--- config.mk ---
export PLATFORM = sky130hd
export DESIGN_NAME = nec_ir_frame_decoder_core
export DESIGN_NICKNAME = d
export VERILOG_FILES = /design/src/design/necdec_pkg.sv /design/src/design/necdec_csr.sv /design/src/design/necdec_front.sv /design/src/design/necdec_queue.sv /design/src/design/necdec_back.sv /design/src/design/nec_ir_frame_decoder_core.sv
export SDC_FILE = /design/constraint.sdc
export NUM_CORES = 2
export LEC_CHECK = 0
export BUFFER_PORTS_ARGS = -buffer_cell sky130_fd_sc_hd__buf_2
export CORE_UTILIZATION = 60
export DETAILED_ROUTE_END_ITERATION = 7
export GPL_TIMING_DRIVEN = 0
export MAX_ROUTING_LAYER = met4
export PLACE_DENSITY = 0.77
export REMOVE_ABC_BUFFERS = 1
export SLEW_MARGIN = 25
export SYNTH_ARGS = -nofsm -noshare
export SYNTH_HDL_FRONTEND = slang
export SYNTH_SLANG_ARGS = --single-unit
--- constraint.sdc ---
create_clock -name clock -period 6.6 [get_ports clock]
set_clock_uncertainty 0.1 [all_clocks]
set_input_delay 0.33 -clock clock [delete_from_list [all_inputs] [get_ports clock]]
set_output_delay 0.33 -clock clock [all_outputs]
set_load 0.005 [all_outputs]
--- src/design/necdec_pkg.sv ---
// Shared types and constants of the NEC infrared frame decoder.
// Used by every module of the decoder; depends on nothing else.
`default_nettype none

package necdec_pkg;

   typedef enum logic [1:0] {
      KIND_MARK    = 2'd0,
      KIND_SPACE   = 2'd1,
      KIND_TIMEOUT = 2'd2,
      KIND_OTHER   = 2'd3
   } sample_kind_type;

   typedef enum logic [1:0] {
      RES_REJECT = 2'd0,
      RES_FULL   = 2'd1,
      RES_REPEAT = 2'd2
   } result_kind_type;

   typedef enum logic [2:0] {
      CSR_HEADER_MARK  = 3'd0,
      CSR_HEADER_SPACE = 3'd1,
      CSR_REPEAT_SPACE = 3'd2,
      CSR_UNIT         = 3'd3,
      CSR_ONE_SPACE    = 3'd4,
      CSR_LEAD_TOL     = 3'd5,
      CSR_BIT_TOL      = 3'd6,
      CSR_END_SPACE    = 3'd7
   } csr_index_type;

   localparam int NUM_REFS = 5;
   localparam int REF_HM   = 0;
   localparam int REF_HS   = 1;
   localparam int REF_RS   = 2;
   localparam int REF_UNIT = 3;
   localparam int REF_ONE  = 4;

   localparam logic [15:0] HEADER_MARK_RESET  = 16'd9000;
   localparam logic [15:0] HEADER_SPACE_RESET = 16'd4500;
   localparam logic [15:0] REPEAT_SPACE_RESET = 16'd2250;
   localparam logic [15:0] UNIT_RESET         = 16'd562;
   localparam logic [15:0] ONE_SPACE_RESET    = 16'd1687;
   localparam logic [6:0]  LEAD_TOL_RESET     = 7'd35;
   localparam logic [6:0]  BIT_TOL_RESET      = 7'd45;
   localparam logic [23:0] END_SPACE_RESET    = 24'd10000;

   localparam int FULL_LEN   = 67;
   localparam int REPEAT_LEN = 3;

   localparam int QUEUE_DEPTH = 4;
   localparam int QPTR_W      = $clog2(QUEUE_DEPTH);
   localparam int QCNT_W      = $clog2(QUEUE_DEPTH + 1);

   typedef struct packed {
      logic [NUM_REFS-1:0][15:0] ref_us;
      logic [NUM_REFS-1:0][22:0] thr;
      logic [23:0]               end_space_us;
   } cfg_type;

   typedef struct packed {
      logic                is_end;
      logic                is_mark;
      logic [NUM_REFS-1:0] near;
   } token_type;

endpackage

`default_nettype wire

--- src/design/necdec_csr.sv ---
// Configuration registers and the tolerance thresholds derived from them.
// Depends on necdec_pkg.
`default_nettype none

module necdec_csr
   import necdec_pkg::*;
(
   input  wire logic        clock,
   input  wire logic        reset,
   input  wire logic        csr_valid,
   output logic             csr_ready,
   input  wire logic [2:0]  csr_index,
   input  wire logic [23:0] csr_data,
   output cfg_type          cfg
);

   logic [NUM_REFS-1:0][15:0] ref_ff, ref_in;
   logic [NUM_REFS-1:0][22:0] thr_ff, thr_in;
   logic [6:0]  lead_tol_ff, lead_tol_in;
   logic [6:0]  bit_tol_ff, bit_tol_in;
   logic [23:0] end_space_ff, end_space_in;

   assign csr_ready = 1'b1;

   always_comb begin
      logic [6:0]  tol;
      logic [15:0] base;
      ref_in       = ref_ff;
      lead_tol_in  = lead_tol_ff;
      bit_tol_in   = bit_tol_ff;
      end_space_in = end_space_ff;
      if (csr_valid) begin
         case (csr_index_type'(csr_index))
            CSR_HEADER_MARK: begin
               ref_in[REF_HM] = csr_data[15:0];
            end
            CSR_HEADER_SPACE: begin
               ref_in[REF_HS] = csr_data[15:0];
            end
            CSR_REPEAT_SPACE: begin
               ref_in[REF_RS] = csr_data[15:0];
            end
            CSR_UNIT: begin
               ref_in[REF_UNIT] = csr_data[15:0];
            end
            CSR_ONE_SPACE: begin
               ref_in[REF_ONE] = csr_data[15:0];
            end
            CSR_LEAD_TOL: begin
               lead_tol_in = csr_data[6:0];
            end
            CSR_BIT_TOL: begin
               bit_tol_in = csr_data[6:0];
            end
            CSR_END_SPACE: begin
               end_space_in = csr_data;
            end
            default: begin
            end
         endcase
      end
      for (int r = 0; r < NUM_REFS; r++) begin
         tol  = (r == REF_HM || r == REF_HS || r == REF_RS) ? lead_tol_ff : bit_tol_ff;
         base = (ref_ff[r] == 16'd0) ? 16'd1 : ref_ff[r];
         thr_in[r] = 23'(tol) * 23'(base);
      end
   end

   always_ff @(posedge clock) begin
      if (reset) begin
         ref_ff[REF_HM]   <= HEADER_MARK_RESET;
         ref_ff[REF_HS]   <= HEADER_SPACE_RESET;
         ref_ff[REF_RS]   <= REPEAT_SPACE_RESET;
         ref_ff[REF_UNIT] <= UNIT_RESET;
         ref_ff[REF_ONE]  <= ONE_SPACE_RESET;
         lead_tol_ff      <= LEAD_TOL_RESET;
         bit_tol_ff       <= BIT_TOL_RESET;
         end_space_ff     <= END_SPACE_RESET;
      end else begin
         ref_ff       <= ref_in;
         lead_tol_ff  <= lead_tol_in;
         bit_tol_ff   <= bit_tol_in;
         end_space_ff <= end_space_in;
      end
   end

   always_ff @(posedge clock) begin
      thr_ff <= thr_in;
   end

   assign cfg.ref_us       = ref_ff;
   assign cfg.thr          = thr_ff;
   assign cfg.end_space_us = end_space_ff;

endmodule

`default_nettype wire

--- src/design/necdec_front.sv ---
// Front end: accepts samples, drops ignored kinds and classifies each
// sample against the nominal lengths. Depends on necdec_pkg.
`default_nettype none

module necdec_front
   import necdec_pkg::*;
#(
   parameter int DURATION_WIDTH = 24
) (
   input  wire logic                      clock,
   input  wire logic                      reset,
   input  wire logic                      req_valid,
   output logic                           req_stall,
   input  wire logic [1:0]                req_type,
   input  wire logic [DURATION_WIDTH-1:0] req_duration,
   input  wire cfg_type                   cfg,
   input  wire logic                      queue_full,
   output logic                           push,
   output token_type                      push_token
);

   logic                      va_ff, va_in;
   sample_kind_type           kind_ff;
   logic [DURATION_WIDTH-1:0] dur_ff;

   logic                      vb_ff, vb_in;
   logic                      end_ff, end_in;
   logic                      mark_ff, mark_in;
   logic [NUM_REFS-1:0][16:0] diff_ff, diff_in;
   logic [NUM_REFS-1:0]       big_ff, big_in;

   logic a_adv;
   logic b_free;
   logic accept;

   assign b_free    = !vb_ff || !queue_full;
   assign a_adv     = !va_ff || b_free;
   assign req_stall = !a_adv;
   assign accept    = req_valid && a_adv;

   always_comb begin
      logic [32:0] d33;
      logic [32:0] e33;
      logic [32:0] diff;
      va_in = va_ff;
      vb_in = vb_ff;
      if (a_adv) begin
         va_in = accept && (sample_kind_type'(req_type) != KIND_OTHER);
      end
      if (b_free) begin
         vb_in = va_ff;
      end
      d33     = 33'(dur_ff);
      end_in  = (kind_ff == KIND_TIMEOUT) ||
                ((kind_ff == KIND_SPACE) && (d33 >= 33'(cfg.end_space_us)));
      mark_in = (kind_ff == KIND_MARK);
      for (int r = 0; r < NUM_REFS; r++) begin
         e33        = 33'(cfg.ref_us[r]);
         diff       = (d33 >= e33) ? (d33 - e33) : (e33 - d33);
         diff_in[r] = diff[16:0];
         big_in[r]  = |diff[32:17];
      end
   end

   always_ff @(posedge clock) begin
      if (reset) begin
         va_ff <= 1'b0;
         vb_ff <= 1'b0;
      end else begin
         va_ff <= va_in;
         vb_ff <= vb_in;
      end
   end

   always_ff @(posedge clock) begin
      if (a_adv) begin
         kind_ff <= sample_kind_type'(req_type);
         dur_ff  <= req_duration;
      end
      if (b_free) begin
         end_ff  <= end_in;
         mark_ff <= mark_in;
         diff_ff <= diff_in;
         big_ff  <= big_in;
      end
   end

   always_comb begin
      logic [23:0] prod;
      push_token.is_end  = end_ff;
      push_token.is_mark = mark_ff;
      for (int r = 0; r < NUM_REFS; r++) begin
         prod = (24'(diff_ff[r]) << 6) + (24'(diff_ff[r]) << 5) + (24'(diff_ff[r]) << 2);
         push_token.near[r] = !big_ff[r] && (prod <= 24'(cfg.thr[r]));
      end
   end

   assign push = vb_ff && !queue_full;

endmodule

`default_nettype wire

--- src/design/necdec_queue.sv ---
// Short queue of classified samples between the front end and the frame
// engine. Depends on necdec_pkg.
`default_nettype none

module necdec_queue
   import necdec_pkg::*;
(
   input  wire logic      clock,
   input  wire logic      reset,
   input  wire logic      push,
   input  wire token_type push_token,
   output logic           full,
   input  wire logic      pop,
   output logic           tok_valid,
   output token_type      tok
);

   token_type               slot_ff [QUEUE_DEPTH];
   logic [QPTR_W-1:0]       wr_ptr_ff, wr_ptr_in;
   logic [QPTR_W-1:0]       rd_ptr_ff, rd_ptr_in;
   logic [QCNT_W-1:0]       count_ff, count_in;

   assign full      = (count_ff == QCNT_W'(QUEUE_DEPTH));
   assign tok_valid = (count_ff != '0);
   assign tok       = slot_ff[rd_ptr_ff];

   always_comb begin
      wr_ptr_in = push ? QPTR_W'(wr_ptr_ff + 1'b1) : wr_ptr_ff;
      rd_ptr_in = pop ? QPTR_W'(rd_ptr_ff + 1'b1) : rd_ptr_ff;
      count_in  = count_ff;
      if (push && !pop) begin
         count_in = QCNT_W'(count_ff + 1'b1);
      end else if (pop && !push) begin
         count_in = QCNT_W'(count_ff - 1'b1);
      end
   end

   always_ff @(posedge clock) begin
      if (reset) begin
         wr_ptr_ff <= '0;
         rd_ptr_ff <= '0;
         count_ff  <= '0;
      end else begin
         wr_ptr_ff <= wr_ptr_in;
         rd_ptr_ff <= rd_ptr_in;
         count_ff  <= count_in;
      end
   end

   always_ff @(posedge clock) begin
      if (push) begin
         slot_ff[wr_ptr_ff] <= push_token;
      end
   end

endmodule

`default_nettype wire

--- src/design/necdec_back.sv ---
// Frame engine: tracks the current frame element by element and registers
// one classified result per ended frame. Depends on necdec_pkg.
`default_nettype none

module necdec_back
   import necdec_pkg::*;
#(
   parameter int MAX_ELEMENTS = 300
) (
   input  wire logic      clock,
   input  wire logic      reset,
   input  wire logic      tok_valid,
   input  wire token_type tok,
   output logic           tok_pop,
   output logic           rsp_valid,
   input  wire logic      rsp_stall,
   output logic [1:0]     rsp_result_kind,
   output logic [7:0]     rsp_address,
   output logic [7:0]     rsp_command
);

   localparam int CNT_W = $clog2(MAX_ELEMENTS + 1);

   logic [CNT_W-1:0] count_ff, count_in;
   logic             expect_mark_ff, expect_mark_in;
   logic [31:0]      data_ff, data_in;
   logic             full_ok_ff, full_ok_in;
   logic             repeat_ok_ff, repeat_ok_in;

   logic             rsp_valid_ff, rsp_valid_in;
   result_kind_type  kind_ff, kind_in;
   logic [7:0]       addr_ff, addr_in;
   logic [7:0]       cmd_ff, cmd_in;

   logic             out_free;

   assign out_free = !rsp_valid_ff || !rsp_stall;
   assign tok_pop  = tok_valid && (!tok.is_end || out_free);

   always_comb begin
      logic             mismatch;
      logic [CNT_W-1:0] i;
      logic [CNT_W-1:0] i_m3;
      logic [4:0]       bit_idx;
      logic [7:0]       b0, b1, b2, b3;
      mismatch = !tok.is_end && (tok.is_mark != expect_mark_ff);
      i        = mismatch ? '0 : count_ff;
      i_m3     = i - CNT_W'(3);
      bit_idx  = i_m3[5:1];
      b0       = data_ff[7:0];
      b1       = data_ff[15:8];
      b2       = data_ff[23:16];
      b3       = data_ff[31:24];

      count_in       = count_ff;
      expect_mark_in = expect_mark_ff;
      data_in        = data_ff;
      full_ok_in     = full_ok_ff;
      repeat_ok_in   = repeat_ok_ff;
      rsp_valid_in   = rsp_valid_ff && !out_free;
      kind_in        = kind_ff;
      addr_in        = addr_ff;
      cmd_in         = cmd_ff;

      if (tok_pop) begin
         if (tok.is_end) begin
            if (count_ff != '0) begin
               rsp_valid_in = 1'b1;
               kind_in      = RES_REJECT;
               addr_in      = 8'd0;
               cmd_in       = 8'd0;
               if (count_ff == CNT_W'(REPEAT_LEN) && repeat_ok_ff) begin
                  kind_in = RES_REPEAT;
               end else if (count_ff == CNT_W'(FULL_LEN) && full_ok_ff &&
                            b1 == ~b0 && b3 == ~b2) begin
                  kind_in = RES_FULL;
                  addr_in = b0;
                  cmd_in  = b2;
               end
            end
            count_in       = '0;
            data_in        = '0;
            full_ok_in     = 1'b1;
            repeat_ok_in   = 1'b1;
            expect_mark_in = 1'b1;
         end else begin
            if (mismatch) begin
               count_in       = '0;
               data_in        = '0;
               full_ok_in     = 1'b1;
               repeat_ok_in   = 1'b1;
               expect_mark_in = 1'b1;
            end
            if (!mismatch || tok.is_mark) begin
               if (i == '0) begin
                  if (!tok.near[REF_HM]) begin
                     full_ok_in   = 1'b0;
                     repeat_ok_in = 1'b0;
                  end
               end else if (i == CNT_W'(1)) begin
                  if (!tok.near[REF_HS]) begin
                     full_ok_in = 1'b0;
                  end
                  if (!tok.near[REF_RS]) begin
                     repeat_ok_in = 1'b0;
                  end
               end else if (i < CNT_W'(FULL_LEN)) begin
                  if (!i[0]) begin
                     if (!tok.near[REF_UNIT]) begin
                        full_ok_in = 1'b0;
                        if (i == CNT_W'(2)) begin
                           repeat_ok_in = 1'b0;
                        end
                     end
                  end else if (tok.near[REF_ONE]) begin
                     data_in[bit_idx] = 1'b1;
                  end else if (!tok.near[REF_UNIT]) begin
                     full_ok_in = 1'b0;
                  end
               end
               count_in       = CNT_W'(i + 1'b1);
               expect_mark_in = !tok.is_mark;
               if (i == CNT_W'(MAX_ELEMENTS)) begin
                  count_in       = '0;
                  data_in        = '0;
                  full_ok_in     = 1'b1;
                  repeat_ok_in   = 1'b1;
                  expect_mark_in = 1'b1;
               end
            end
         end
      end
   end

   always_ff @(posedge clock) begin
      if (reset) begin
         count_ff       <= '0;
         expect_mark_ff <= 1'b1;
         data_ff        <= '0;
         full_ok_ff     <= 1'b1;
         repeat_ok_ff   <= 1'b1;
         rsp_valid_ff   <= 1'b0;
      end else begin
         count_ff       <= count_in;
         expect_mark_ff <= expect_mark_in;
         data_ff        <= data_in;
         full_ok_ff     <= full_ok_in;
         repeat_ok_ff   <= repeat_ok_in;
         rsp_valid_ff   <= rsp_valid_in;
      end
   end

   always_ff @(posedge clock) begin
      kind_ff <= kind_in;
      addr_ff <= addr_in;
      cmd_ff  <= cmd_in;
   end

   assign rsp_valid       = rsp_valid_ff;
   assign rsp_result_kind = kind_ff;
   assign rsp_address     = addr_ff;
   assign rsp_command     = cmd_ff;

   // A frame never holds more elements than the configured maximum.
   assert property (@(posedge clock) disable iff (reset)
      count_ff <= CNT_W'(MAX_ELEMENTS))
      else $error("element count above maximum");

   // Address and command are zero unless a full frame was decoded.
   assert property (@(posedge clock) disable iff (reset)
      rsp_valid_ff && (kind_ff != RES_FULL) |-> (addr_ff == 8'd0) && (cmd_ff == 8'd0))
      else $error("nonzero payload on non-full result");

   // A new result appears only after a frame end was taken from the queue.
   assert property (@(posedge clock) disable iff (reset)
      $rose(rsp_valid_ff) |-> $past(tok_pop && tok.is_end))
      else $error("result without frame end");

   // Marks and spaces never wait on the result register.
   assert property (@(posedge clock) disable iff (reset)
      tok_valid && !tok.is_end |-> tok_pop)
      else $error("element request held back");

endmodule

`default_nettype wire

--- src/design/nec_ir_frame_decoder_core.sv ---
// Top level of the NEC infrared frame decoder: configuration registers,
// front end, request queue and frame engine. Depends on necdec_pkg.
//
//   Channel   Direction  Handshake             Payload
//   req       in         req_valid/req_stall   req_type, req_duration
//   rsp       out        rsp_valid/rsp_stall   rsp_result_kind, rsp_address, rsp_command
//   csr       in         csr_valid/csr_ready   csr_index, csr_data
//
// One request is taken per cycle while req_stall is low; a result is registered once the
// request that ends its frame has passed the two front stages and the queue.
// Reset is synchronous; it resets control and configuration registers, not data registers.
// Only frame-ending requests wait on a stalled result; the four-entry queue absorbs the
// requests behind them until it fills. The csr port is always ready.
`default_nettype none

module nec_ir_frame_decoder_core
   import necdec_pkg::*;
#(
   parameter int MAX_ELEMENTS   = 300,
   parameter int DURATION_WIDTH = 24
) (
   input  wire logic                      clock,
   input  wire logic                      reset,
   input  wire logic                      req_valid,
   output logic                           req_stall,
   input  wire logic [1:0]                req_type,
   input  wire logic [DURATION_WIDTH-1:0] req_duration,
   output logic                           rsp_valid,
   input  wire logic                      rsp_stall,
   output logic [1:0]                     rsp_result_kind,
   output logic [7:0]                     rsp_address,
   output logic [7:0]                     rsp_command,
   input  wire logic                      csr_valid,
   output logic                           csr_ready,
   input  wire logic [2:0]                csr_index,
   input  wire logic [23:0]               csr_data
);

   cfg_type   cfg;
   logic      queue_full;
   logic      push;
   token_type push_token;
   logic      tok_valid;
   token_type tok;
   logic      tok_pop;

   necdec_csr u_csr (
      .clock     (clock),
      .reset     (reset),
      .csr_valid (csr_valid),
      .csr_ready (csr_ready),
      .csr_index (csr_index),
      .csr_data  (csr_data),
      .cfg       (cfg)
   );

   necdec_front #(
      .DURATION_WIDTH (DURATION_WIDTH)
   ) u_front (
      .clock        (clock),
      .reset        (reset),
      .req_valid    (req_valid),
      .req_stall    (req_stall),
      .req_type     (req_type),
      .req_duration (req_duration),
      .cfg          (cfg),
      .queue_full   (queue_full),
      .push         (push),
      .push_token   (push_token)
   );

   necdec_queue u_queue (
      .clock      (clock),
      .reset      (reset),
      .push       (push),
      .push_token (push_token),
      .full       (queue_full),
      .pop        (tok_pop),
      .tok_valid  (tok_valid),
      .tok        (tok)
   );

   necdec_back #(
      .MAX_ELEMENTS (MAX_ELEMENTS)
   ) u_back (
      .clock           (clock),
      .reset           (reset),
      .tok_valid       (tok_valid),
      .tok             (tok),
      .tok_pop         (tok_pop),
      .rsp_valid       (rsp_valid),
      .rsp_stall       (rsp_stall),
      .rsp_result_kind (rsp_result_kind),
      .rsp_address     (rsp_address),
      .rsp_command     (rsp_command)
   );

endmodule

`default_nettype wire

==> results_dict.tcl <==
set metrics [dict create \
    setup_viol 0 \
    portBuffers 77 \
    synth_edf_count 164 \
    num_vias 39106 \
    cts_tree "built" \
    total_power_mw 14.5 \
    nets 6533 \
    dieArea_um2 82300 \
    gp_congestion 0.977 \
    critPathMostFrequentCell "fa_1" \
    core_um2 80400 \
    rows 104 \
    yosysUniqueCellTypes 85 \
    avgSynthCellArea_um2 8.91 \
    regArea_um2 10700 \
    vias_per_cell 5.97 \
    gr-usage-all-layers 0.328 \
    ys_top_cells_by_area "fa_1 (18%), ha_1 (16%), dfxtp_1 (12%)" \
    final_common_cell "inv_1" \
    crit_chain "nor3_1, a41oi_1, nand2b_1, fa_1, fa_1, inv_1, fa_1, inv_1, fa_1, inv_1, ha_1, or3_1, o21ai_0, a211o_1, a31oi_1, a311o_1, a31oi_1, o21bai_1, a21oi_1, xnor2_1" \
    vdd_drop_max_uv 265 \
    maxSlewViolCount 0 \
    die_h_um 287 \
    overflow 0 \
    post_synth_instance_area_um2 48700 \
    yosysTopAreaCell "fa_1" \
    crit_path_top_delay_cell "a41oi_1" \
    ios 79 \
    first_pass_iters 7 \
    die_w_um 287 \
    power.density_nw_per_um2 278 \
    drc 0 \
    critPathCaptureType "flop" \
    ys.flop_type "dfxtp_1" \
    postRouteAntennaNets 0 \
    grt_pass1_wl_mm 207 \
    antenna_found_initial 4 \
    hold_end "u_csr.cfg[179]" \
    timing.final.crit_period_ps 6220 \
    cp.arrival_ps 6660 \
    hold_depth 3 \
    start_util 0.606 \
    ys_ff_latch 453 \
    h-tree-depth 2 \
    drive_above_1_share 0.0472 \
    synth.top_cell.area_share 0.175 \
    reg2reg_to "u_csr.cfg[92]" \
    ys_seq_area_frac 0.220 \
    slew_headroom 0.285 \
    syn_to_final_growth_pct 7.31 \
    place_area_um2 49900 \
    n_fill_cell 6584 \
    startpoint "u_csr.cfg[185]" \
    outcome "finished, final reports clean" \
    cts_sinks 453 \
    drt_iter0_drc 3191 \
    clk_latency_ps 660 \
    power_leakage_nw 24.4 \
    numCtsBuffers 54 \
    max_freq_ghz 0.161 \
    min-delay-start "csr_data[8]" \
    dp_hpwl_mm 97.3 \
    r2r_slack_ps 380 \
    async_flop_share 0 \
    rsz0062_at_grt "no" \
    rr_worst_depth 20 \
    clock_path_buffers 3 \
    fin_util 0.650 \
    worstSetupStartpointType "flop" \
    wirelength_mm 131 \
    finalHoldViolCount 0 \
    hold_class "in -> reg" \
    grt_pass1_vias 38577 \
    post-route-cell-area_um2 52300 \
    drv_cap 0 \
    worstPathRequired_ps 7040 \
    clkTransAtPathRegs_ps 70 \
    clock-root-buffer "clkbuf_16" \
    wl_per_cell_um 20.0 \
    fin_hold_ws_ps 42.6 \
    slowest_delay_ps 750 \
    layout_common_cells "inv_1 (697), ha_1 (608), nand2_1 (477), and2_1 (430), fa_1 (426)" \
    path_class "reg -> reg" \
    max_slew.worst_pin.slew_ps 1070 \
    grt_max_degree 116 \
    reg2reg_from "u_csr.cfg[185]" \
    cp_max_fo 11 \
    multi_input_area_um2 34500 \
    ys_warn_count 0 \
    fin_crit_sh 0.943 \
    setup-tns-final_ps 0 \
    postSynthCellCount 5469 \
]
==> report_power, final <==
part	total (mW)	internal, mW	switching, mW
Sequential	3.70	3.29	0.407
Clock	3.04	1.76	1.28
Combinational	7.80	3.50	4.30
==> synthesized netlist by cell type, types with 43 or more instances <==
master,count
edfxtp_1,164
o21bai_1,43
and2_1,430
nor3_1,77
nand2_1,479
a21oi_1,375
a21o_1,128
o21ai_0,157
inv_1,698
nand2b_1,55
xor2_1,89
nand3_1,67
clkbuf_1,212
nor2_1,266
dfxtp_1,289
xnor2_1,184
nor2b_1,79
fa_1,426
ha_1,608
==> critical path, delay by kind of cell, from the launching register on <==
family | cells | cell delay (ps)
flip-flops | 1 | 700
buffers and inverters | 3 | 150
adder cells (fa/ha/maj) | 5 | 2020
AND/OR/NAND/NOR | 3 | 740
XOR/XNOR | 1 | 140
AO/OA/AOI/OAI | 8 | 2260
==> per-stage QoR <==
step / setup WS, ps / cells
CTS: 363 / 6543
detailed placement: 380 / 6392
global placement: 253 / 6374
global route: 125 / 6548
floorplan: 1300 / 5237
finish: 376 / 6549
==> sequential cells by signal (all words and copies together) (netlist names), 3 cells and up, named ones only <==
register	flops
u_csr.cfg	195
u_front.diff_ff	85
u_back.rsp_command	8
u_queue.slot_ff	28
u_csr.bit_tol_ff	7
u_queue.count_ff	3
u_csr.lead_tol_ff	7
u_front.big_ff	5
u_front.dur_ff	24
u_back.count_ff	9
u_back.rsp_address	8
u_csr.end_space_ff	24
u_back.data_ff	32
==> how the worst max path moves through the flow <==
stage | end
floorplan | u_csr.cfg[114]
global placement | u_csr.cfg[92]
detailed placement | u_csr.cfg[114]
CTS | u_csr.cfg[114]
global route | u_csr.cfg[92]
finish | u_csr.cfg[92]
==> layout make-up <==
type	count	area share
Sequential cell	453	0.205
Inverter	698	0.0502
Multi-Input combinational cell	4086	0.661
Clock inverter	27	0.00632
Antenna cell	5	0.000239
Timing Repair Buffer	148	0.0232
Tap cell	1060	0.0254
Clock buffer	72	0.0286
==> cells by family after synthesis <==
group                      count (synthesis)  share of synthesized area
buffers and inverters                    930                     0.0721
xor gates and xnor gates                 273                     0.0491
and+or+nand+nor                         1651                      0.172
DFF                                      453                      0.220
AOI/OAI and AO/OA                       1083                      0.144
adders and majority gates               1035                      0.332
muxes                                     43                     0.0108
other                                      1                  0.0000770
==> repair_timing <==
| action | 4_1_cts | 5_1_grt |
|---|---|---|
| hold buffers | 52 | 0 |
| endpoints found under the hold margin | 87 | 0 |
| buffers inserted | 0 | 0 |
| gates resized for setup | 0 | 1 |
| endpoints found under the setup margin | 0 | 1 |
==> per-layer routing <==
layer / up-vias / routed length (µm) / GRT usage
met2: 1545 / 59200 / 0.509
met3: 287 / 11800 / 0.0546
met1: 18972 / 55500 / 0.437
met4: 0 / 4440 / 0.104
met5: - / 0 / -
li1: 18302 / - / -
Note: power is estimated with default switching activity, not from simulation.
